File: src/sv/lkv_pkg.sv
// Package with shared types and constants of the LRU key/value cache.
`timescale 1ns / 1ps

package lkv_pkg;

	localparam int KEY_W       = 32;
	localparam int VAL_W       = 32;
	localparam int CAP_W       = 5;
	localparam int ENTRIES_DEF = 16;

	localparam logic [CAP_W-1:0] CAP_RESET  = 5'd16;
	localparam logic [VAL_W-1:0] MISS_VALUE = '1;

	// Command codes
	localparam logic CMD_GET = 1'b0;
	localparam logic CMD_SET = 1'b1;

	// One stored entry as it moves down the cell chain
	typedef struct packed {
		logic                    valid;
		logic signed [KEY_W-1:0] key;
		logic signed [VAL_W-1:0] value;
	} lkv_entry_t;

	// Per-cell control from the sequencer
	typedef struct packed {
		logic cmp;   // register the key match
		logic shift; // take the upstream entry
		logic keep;  // upstream entry stays live after the shift
	} lkv_cell_ctrl_t;

endpackage

File: src/sv/lkv_if.sv
// Handshake interfaces for request, response and configuration transactions.
`timescale 1ns / 1ps

interface lkv_req_if import lkv_pkg::*; ();
	logic                    valid;
	logic                    ready;
	logic                    cmd;
	logic signed [KEY_W-1:0] lookup_key;
	logic signed [VAL_W-1:0] store_value;

	modport source (output valid, cmd, lookup_key, store_value, input ready);
	modport sink (input valid, cmd, lookup_key, store_value, output ready);
endinterface

interface lkv_rsp_if import lkv_pkg::*; ();
	logic                    valid;
	logic                    ready;
	logic                    hit;
	logic signed [VAL_W-1:0] read_value;

	modport source (output valid, hit, read_value, input ready);
	modport sink (input valid, hit, read_value, output ready);
endinterface

interface lkv_cfg_if import lkv_pkg::*; ();
	logic             valid;
	logic             ready;
	logic [CAP_W-1:0] data;

	modport source (output valid, data, input ready);
	modport sink (input valid, data, output ready);
endinterface

File: src/sv/lkv_cell.sv
// One cell of the recency chain: holds the entry of one recency rank.
`timescale 1ns / 1ps

module lkv_cell import lkv_pkg::*; (
	input  logic                    clk,
	input  logic                    arst_n,
	input  lkv_cell_ctrl_t          ctrl,
	input  logic signed [KEY_W-1:0] req_key,
	input  lkv_entry_t              up,
	output lkv_entry_t              ent,
	output logic                    match_q,
	output logic [VAL_W-1:0]        mval_q
);

	logic                    valid_q;
	logic signed [KEY_W-1:0] key_q;
	logic signed [VAL_W-1:0] value_q;
	logic                    match;

	assign match = valid_q && (key_q == req_key);

	// Valid bit and match flag
	always_ff @(posedge clk or negedge arst_n) begin
		if (!arst_n) begin
			valid_q <= 1'b0;
			match_q <= 1'b0;
		end else begin
			if (ctrl.shift) begin
				valid_q <= up.valid && ctrl.keep;
			end
			if (ctrl.cmp) begin
				match_q <= match;
			end
		end
	end

	// Payload: take the neighbor's entry on a shift, mask value on compare
	always_ff @(posedge clk) begin
		if (ctrl.shift) begin
			key_q   <= up.key;
			value_q <= up.value;
		end
		if (ctrl.cmp) begin
			mval_q <= match ? value_q : '0;
		end
	end

	assign ent.valid = valid_q;
	assign ent.key   = key_q;
	assign ent.value = value_q;

endmodule

File: src/sv/lru_key_value_cache.sv
// LRU key/value cache: sequencer and a chain of cells ordered by recency.
// A get result is registered after the compare and update steps of its request.
// Each request has a compare step to broadcast the key compare over all cells and an
// update step to move the chain down by a cell or read the hit, taking the next request.
// A set gives no response; a get waits in its update cycle while a response is held.
// Reset clears all valid bits at once and sets capacity to 16; no clearing pass.
`timescale 1ns / 1ps

module lru_key_value_cache import lkv_pkg::*; #(
	parameter int ENTRIES = ENTRIES_DEF
) (
	input logic   clk,
	input logic   arst_n,
	lkv_cfg_if.sink   cfg,
	lkv_req_if.sink   req,
	lkv_rsp_if.source rsp
);

	localparam int IDXW  = (ENTRIES > 1) ? $clog2(ENTRIES) : 1;
	localparam int LIM_W = (IDXW + 1 > CAP_W) ? IDXW + 1 : CAP_W;

	localparam logic [1:0] ST_IDLE = 2'd0;
	localparam logic [1:0] ST_CMP  = 2'd1;
	localparam logic [1:0] ST_UPD  = 2'd2;

	logic [1:0]              state_q;
	logic [CAP_W-1:0]        cap_q;
	logic                    cmd_q;
	logic signed [KEY_W-1:0] key_q;
	logic signed [VAL_W-1:0] val_q;
	logic                    rsp_valid_q;
	logic                    rsp_hit_q;
	logic [VAL_W-1:0]        rsp_value_q;

	logic                    req_take;
	logic                    upd_go;
	logic                    hit_any;
	logic [LIM_W-1:0]        cap_ext;
	logic [LIM_W-1:0]        eff_cap;
	logic [LIM_W-1:0]        limit;
	logic [ENTRIES-1:0]      match_vec;
	logic [ENTRIES-1:0]      valid_vec;
	logic [ENTRIES-1:0]      keep_vec;
	logic [ENTRIES-1:0]      sfx [0:IDXW];
	logic [VAL_W-1:0]        vor [0:IDXW][0:ENTRIES-1];
	logic [VAL_W-1:0]        mval [0:ENTRIES-1];
	lkv_entry_t              ent [0:ENTRIES-1];
	lkv_entry_t              up [0:ENTRIES-1];
	lkv_cell_ctrl_t          cctl [0:ENTRIES-1];

	// Configuration: always ready
	assign cfg.ready = 1'b1;

	always_ff @(posedge clk or negedge arst_n) begin
		if (!arst_n) begin
			cap_q <= CAP_RESET;
		end else if (cfg.valid) begin
			cap_q <= cfg.data;
		end
	end

	// Clamp capacity to 1..ENTRIES; entries at rank limit or beyond drop on insert
	assign cap_ext = LIM_W'(cap_q);
	assign eff_cap = (cap_q == '0) ? LIM_W'(1) :
		((cap_ext > LIM_W'(ENTRIES)) ? LIM_W'(ENTRIES) : cap_ext);
	assign limit   = eff_cap - LIM_W'(1);

	// Handshake
	assign upd_go   = (state_q == ST_UPD) &&
		((cmd_q == CMD_SET) || !rsp_valid_q || rsp.ready);
	assign req.ready = (state_q == ST_IDLE) || upd_go;
	assign req_take  = req.valid && req.ready;

	// Sequencer
	always_ff @(posedge clk or negedge arst_n) begin
		if (!arst_n) begin
			state_q <= ST_IDLE;
		end else begin
			unique case (state_q)
				ST_IDLE: begin
					if (req_take) state_q <= ST_CMP;
				end
				ST_CMP: begin
					state_q <= ST_UPD;
				end
				ST_UPD: begin
					if (upd_go) state_q <= req_take ? ST_CMP : ST_IDLE;
				end
				default: begin
					state_q <= ST_IDLE;
				end
			endcase
		end
	end

	// Hold the request under work
	always_ff @(posedge clk) begin
		if (req_take) begin
			cmd_q <= req.cmd;
			key_q <= req.lookup_key;
			val_q <= req.store_value;
		end
	end

	// Suffix OR of matches and OR of masked values, log-depth prefix network
	always_comb begin
		sfx[0] = match_vec;
		for (int i = 0; i < ENTRIES; i++) begin
			vor[0][i] = mval[i];
		end
		for (int d = 0; d < IDXW; d++) begin
			sfx[d+1] = sfx[d];
			for (int i = 0; i < ENTRIES; i++) begin
				vor[d+1][i] = vor[d][i];
				if (i + (1 << d) < ENTRIES) begin
					sfx[d+1][i]  = sfx[d][i] | sfx[d][i + (1 << d)];
					vor[d+1][i] = vor[d][i] | vor[d][i + (1 << d)];
				end
			end
		end
	end

	assign hit_any = sfx[IDXW][0];

	// Cell chain; cell 0 takes the request entry
	for (genvar g = 0; g < ENTRIES; g++) begin : g_cell
		if (g == 0) begin : g_head
			assign up[g].valid = 1'b1;
			assign up[g].key   = key_q;
			assign up[g].value = val_q;
		end else begin : g_body
			assign up[g] = ent[g-1];
		end

		assign keep_vec[g]     = (g == 0) || hit_any || (LIM_W'(g) <= limit);
		assign cctl[g].cmp     = (state_q == ST_CMP);
		assign cctl[g].shift   = upd_go && (cmd_q == CMD_SET) &&
			(!hit_any || sfx[IDXW][g]);
		assign cctl[g].keep    = keep_vec[g];
		assign valid_vec[g]    = ent[g].valid;

		lkv_cell u_cell (
			.clk     (clk),
			.arst_n  (arst_n),
			.ctrl    (cctl[g]),
			.req_key (key_q),
			.up      (up[g]),
			.ent     (ent[g]),
			.match_q (match_vec[g]),
			.mval_q  (mval[g])
		);
	end

	// Response register
	always_ff @(posedge clk or negedge arst_n) begin
		if (!arst_n) begin
			rsp_valid_q <= 1'b0;
		end else if (upd_go && (cmd_q == CMD_GET)) begin
			rsp_valid_q <= 1'b1;
		end else if (rsp.ready) begin
			rsp_valid_q <= 1'b0;
		end
	end

	always_ff @(posedge clk) begin
		if (upd_go && (cmd_q == CMD_GET)) begin
			rsp_hit_q   <= hit_any;
			rsp_value_q <= hit_any ? vor[IDXW][0] : MISS_VALUE;
		end
	end

	assign rsp.valid      = rsp_valid_q;
	assign rsp.hit        = rsp_hit_q;
	assign rsp.read_value = rsp_value_q;

	// Keys are unique among live cells
	a_one_match: assert property (@(posedge clk) disable iff (!arst_n)
		(state_q == ST_UPD) |-> $onehot0(match_vec))
		else $error("more than one cell matches the key");

	// Live cells form an unbroken run from the head of the chain
	a_contig: assert property (@(posedge clk) disable iff (!arst_n)
		((ENTRIES'(valid_vec + ENTRIES'(1)) & valid_vec) == '0))
		else $error("gap in live cells");

	// A completed set leaves the head cell live
	a_head_live: assert property (@(posedge clk) disable iff (!arst_n)
		(upd_go && (cmd_q == CMD_SET)) |=> valid_vec[0])
		else $error("head cell not live after set");

	// A response appears only after the update cycle of a get
	a_rsp_src: assert property (@(posedge clk) disable iff (!arst_n)
		$rose(rsp_valid_q) |-> $past(upd_go && (cmd_q == CMD_GET)))
		else $error("response without get");

endmodule
File: src/flat_wrapper.sv
// flat-port wrapper written by rule: the top's interface ports become plain ports
module lru_key_value_cache_flat import lkv_pkg::*;
#(
	parameter int ENTRIES = ENTRIES_DEF
)
  (clk, arst_n, cfg_valid, cfg_data, cfg_ready, req_valid, req_cmd, req_lookup_key, req_store_value, req_ready, rsp_valid, rsp_hit, rsp_read_value, rsp_ready);
  lkv_cfg_if cfg_i ();
  lkv_req_if req_i ();
  lkv_rsp_if rsp_i ();
  input logic clk;
  input logic arst_n;
  input wire logic [$bits(cfg_i.valid)-1:0] cfg_valid;
  input wire logic [$bits(cfg_i.data)-1:0] cfg_data;
  output wire logic [$bits(cfg_i.ready)-1:0] cfg_ready;
  input wire logic [$bits(req_i.valid)-1:0] req_valid;
  input wire logic [$bits(req_i.cmd)-1:0] req_cmd;
  input wire logic [$bits(req_i.lookup_key)-1:0] req_lookup_key;
  input wire logic [$bits(req_i.store_value)-1:0] req_store_value;
  output wire logic [$bits(req_i.ready)-1:0] req_ready;
  output wire logic [$bits(rsp_i.valid)-1:0] rsp_valid;
  output wire logic [$bits(rsp_i.hit)-1:0] rsp_hit;
  output wire logic [$bits(rsp_i.read_value)-1:0] rsp_read_value;
  input wire logic [$bits(rsp_i.ready)-1:0] rsp_ready;
  assign cfg_i.valid = cfg_valid;
  assign cfg_i.data = cfg_data;
  assign cfg_ready = cfg_i.ready;
  assign req_i.valid = req_valid;
  assign req_i.cmd = req_cmd;
  assign req_i.lookup_key = req_lookup_key;
  assign req_i.store_value = req_store_value;
  assign req_ready = req_i.ready;
  assign rsp_valid = rsp_i.valid;
  assign rsp_hit = rsp_i.hit;
  assign rsp_read_value = rsp_i.read_value;
  assign rsp_i.ready = rsp_ready;
  lru_key_value_cache #(.ENTRIES(ENTRIES)) u_core (.clk(clk), .arst_n(arst_n), .cfg(cfg_i), .req(req_i), .rsp(rsp_i));
endmodule
File: config.mk
export PLATFORM = sky130hd
export DESIGN_NAME = lru_key_value_cache_flat
export DESIGN_NICKNAME = d
export VERILOG_FILES = /design/src/sv/lkv_pkg.sv /design/src/sv/lkv_if.sv /design/src/sv/lkv_cell.sv /design/src/sv/lru_key_value_cache.sv /design/src/flat_wrapper.sv
export SDC_FILE = /design/constraint.sdc
export NUM_CORES = 2
export LEC_CHECK = 0
export BUFFER_PORTS_ARGS = -buffer_cell sky130_fd_sc_hd__buf_2
export CORE_MARGIN = 2
export CORE_UTILIZATION = 43
export CTS_BUF_LIST = sky130_fd_sc_hd__clkbuf_4 sky130_fd_sc_hd__clkbuf_8
export DETAILED_ROUTE_END_ITERATION = 6
export GPL_ROUTABILITY_DRIVEN = 0
export PLACE_DENSITY = 0.59
export SYNTH_ARGS = -nofsm -noshare
export SYNTH_HDL_FRONTEND = slang
export SYNTH_SLANG_ARGS = --single-unit
export TNS_END_PERCENT = 5
File: constraint.sdc
create_clock -name clk -period 17.7 [get_ports clk]
set_input_delay 3.54 -clock clk [delete_from_list [all_inputs] [get_ports clk]]
set_output_delay 3.54 -clock clk [all_outputs]
set_load 0.05 [all_outputs]
==> out/results.ini <==
[run_status]
status = finished with violations
failed_checks = design-rule violations

[worst_setup_path]
crit_path_top_delay_cell = nor2b_1
end_kind = primary output
cp_slowest_stage_delay_ns = 0.24
startpoint_type = input pin
crit_path_frequent_cell = buf_2
cp_max_fo = 3
crit_chain = buf_2 > nor2b_1 > a31oi_1 > buf_2
critPathKind = input pin to primary output
critPathBufInv = 2
cp.arrival_ns = 4.29
cp.required_ns = 14.16
critPathTopFamily = buffers and inverters

[power_and_ir_drop]
power.total_uw = 8220
p_leak_uw = 0.0236
power.density_mw_per_mm2 = 117
ir_worst_vdd_mv = 0.0689

[synth]
yosys-top-cells-count = edfxtp_1, and2_1, xor2_1, nor4_1, xnor2_1
synth_enable_flop_cells = 1634
async_flop_share = 0.0239
yosys_warnings = 0
synthFlopType = edfxtp_1
syn_nets = 3457
yosysMostFrequentCell = edfxtp_1
ys_top_cells_by_area = edfxtp_1, and2_1, xor2_1, xnor2_1, nor4_1
syn_area_per_cell_um2 = 18.4
post-synth-top-area-cell = edfxtp_1
ys_ff_latch = 1674
postSynthCellCount = 3379
syn_area_mm2 = 0.0622
ys_seq_area_frac = 0.805
synth_top_area_share = 0.789
ys_types = 55

[finish]
syn_to_final_growth_pct = 13.2
fillCellCount = 12000
utilization = 0.490
final_nets = 3808
drive_gt1_frac = 0.172

[timing]
relSlewSlack = 0.235
rsz0062_at_grt = false
tightest_slew_ns = 1.14
fmax_ghz = 0.128
hold-worst-slack_ns = 0.393
maxSlewViolCount = 0
min_period_ns = 7.83
tns_ns = 0
period_share = 0.443
setup_viol = 0
hold_viol = 0
fin_skew_ns = 0.0530

[clock_tree]
cts_sinks = 1674
numCtsBuffers = 290
cts_tree = done
h-tree-depth = 5
cts_buffer_depth = 4
ctsRootBufferMaster = clkbuf_8
path_clk_slew_ns = 0.06
hold_buffers = 0
postCtsSetupRepairBufs = 0
post_cts_resized = 0
clock_latency_ns = 0.98

[die]
die-area_mm2 = 0.148
rows = 139
core_area_mm2 = 0.144
ios = 111
die_w_um = 384
fp.dieH_um = 384
start_util = 0.433

[drt]
drt_wl_total_mm = 136
firstDrtPassIters = 7
ant_nets = 0
drc_errors = 15
post_drt_via_cell_ratio = 5.10
detail_route.wl_per_cell_um = 23.4
vias = 29700
drt-initial-drc-count = 2621

[global_routing]
grt_max_degree = 190
grt_pass1_wl_mm = 197
grt_remaining_overflow = 0
grt_pass1_vias = 30400
track_usage = 0.185
grt_antenna_before_repair = 15

[place]
dp_hpwl_mm = 81.3
io_buffers = 109

[worst_hold_path]
min_path_type = flop to flop

[run]
max_cap_violations = 0

==> cell type report <==
cell class,instances,area (um^2),area share
clock buffers,389,4790,0.0681
multi-input cells,1554,11300,0.161
well taps,1903,2380,0.0338
repair buffers,182,1110,0.0157
diodes,13,32.5,0.000462
inverters,28,115,0.00164
flip-flops and latches,1674,50100,0.711
clock inverters,85,547,0.00777
==> worst register-to-register path, stage by stage (launching register included) <==
cell	delay, ns
dfrtp_1	0.43
nor2b_4	0.81
buf_4	0.93
buf_4	0.92
buf_4	0.94
==> flip-flops by register name, indices dropped and copies added (netlist names), 16 cells and up <==
signal,count
u_core.rsp.read_value,32
u_core.g_cell.u_cell.key_q,512
u_core.g_cell.u_cell.match_q,16
u_core.key_q,32
u_core.g_cell.u_cell.valid_q,16
u_core.val_q,32
u_core.g_cell.u_cell.value_q,512
u_core.g_cell.u_cell.mval_q,512
==> worst paths after layout <==
check / slack (ns) / startpoint / end / depth (start not counted)
worst max-delay path: 9.87 / rsp_ready / req_ready / 4
worst min-delay path: 0.39 / u_core.g_cell[8].u_cell.value_q[6]$_DFFE_PP_ / u_core.g_cell[9].u_cell.value_q[6]$_DFFE_PP_ / 0
worst max register to register: 13.15 / u_core.state_q[1]$_DFFE_PN0P_ / u_core.g_cell[14].u_cell.mval_q[7]$_SDFFCE_PN0N_ / 4
worst min register to register: 0.39 / u_core.g_cell[8].u_cell.value_q[6]$_DFFE_PP_ / u_core.g_cell[9].u_cell.value_q[6]$_DFFE_PP_ / 0
max in group asynchronous: 14.31 / arst_n / u_core.g_cell[4].u_cell.valid_q$_DFFE_PN0P_ / 1
min in group asynchronous: 2.74 / arst_n / u_core.rsp.valid$_DFFE_PN0P_ / 1
==> cells by family (layout without fill, tap and decap cells) <==
family          after synthesis  after routing  synth area share
simple gates                957            957            0.0967
compound gates               59             59           0.00610
fa+ha+maj                     3              3          0.000604
flops                      1674           1674             0.805
other cells                   1             14         0.0000603
buf+inv                     151            684            0.0151
mux                          25             25           0.00447
xor+xnor                    509            509            0.0717
==> report_power, final <==
part | switching (uW) | total, uW | internal (uW)
combinational | 229 | 314 | 84.8
sequential | 68.5 | 4580 | 4510
clock | 1480 | 3320 | 1840
total | 1770 | 8220 | 6440
==> placed cells by master, fill, tap and decap left out, types with 32 or more instances in the layout <==
cell and count:
buf_4 72, clkbuf_4 90, and2_1 515, nor4_1 214, and4_1 32, edfxtp_1 1634
xor2_1 332, nand4_1 52, clkbuf_8 299, clkinv_1 55, buf_2 109, dfrtp_1 39
xnor2_1 177, nand2_1 58
==> layer usage <==
metal  share of wire  up-vias  GRT usage
met2            0.48     1036      0.297
met1            0.43    15000      0.253
li1                -    13400          -
met3           0.063      275     0.0346
met5               0        -          0
met4           0.029        0     0.0680
==> stage by stage <==
step	std cells	instance area, um^2	setup WS, ns
CTS	5815	70400	9.85
global route	5821	70400	9.79
finish	5828	70400	9.87
global placement	5341	65000	9.88
detailed placement	5341	65000	9.86
floorplan	3379	62200	0.833
Power figures use the tool's default switching activity.
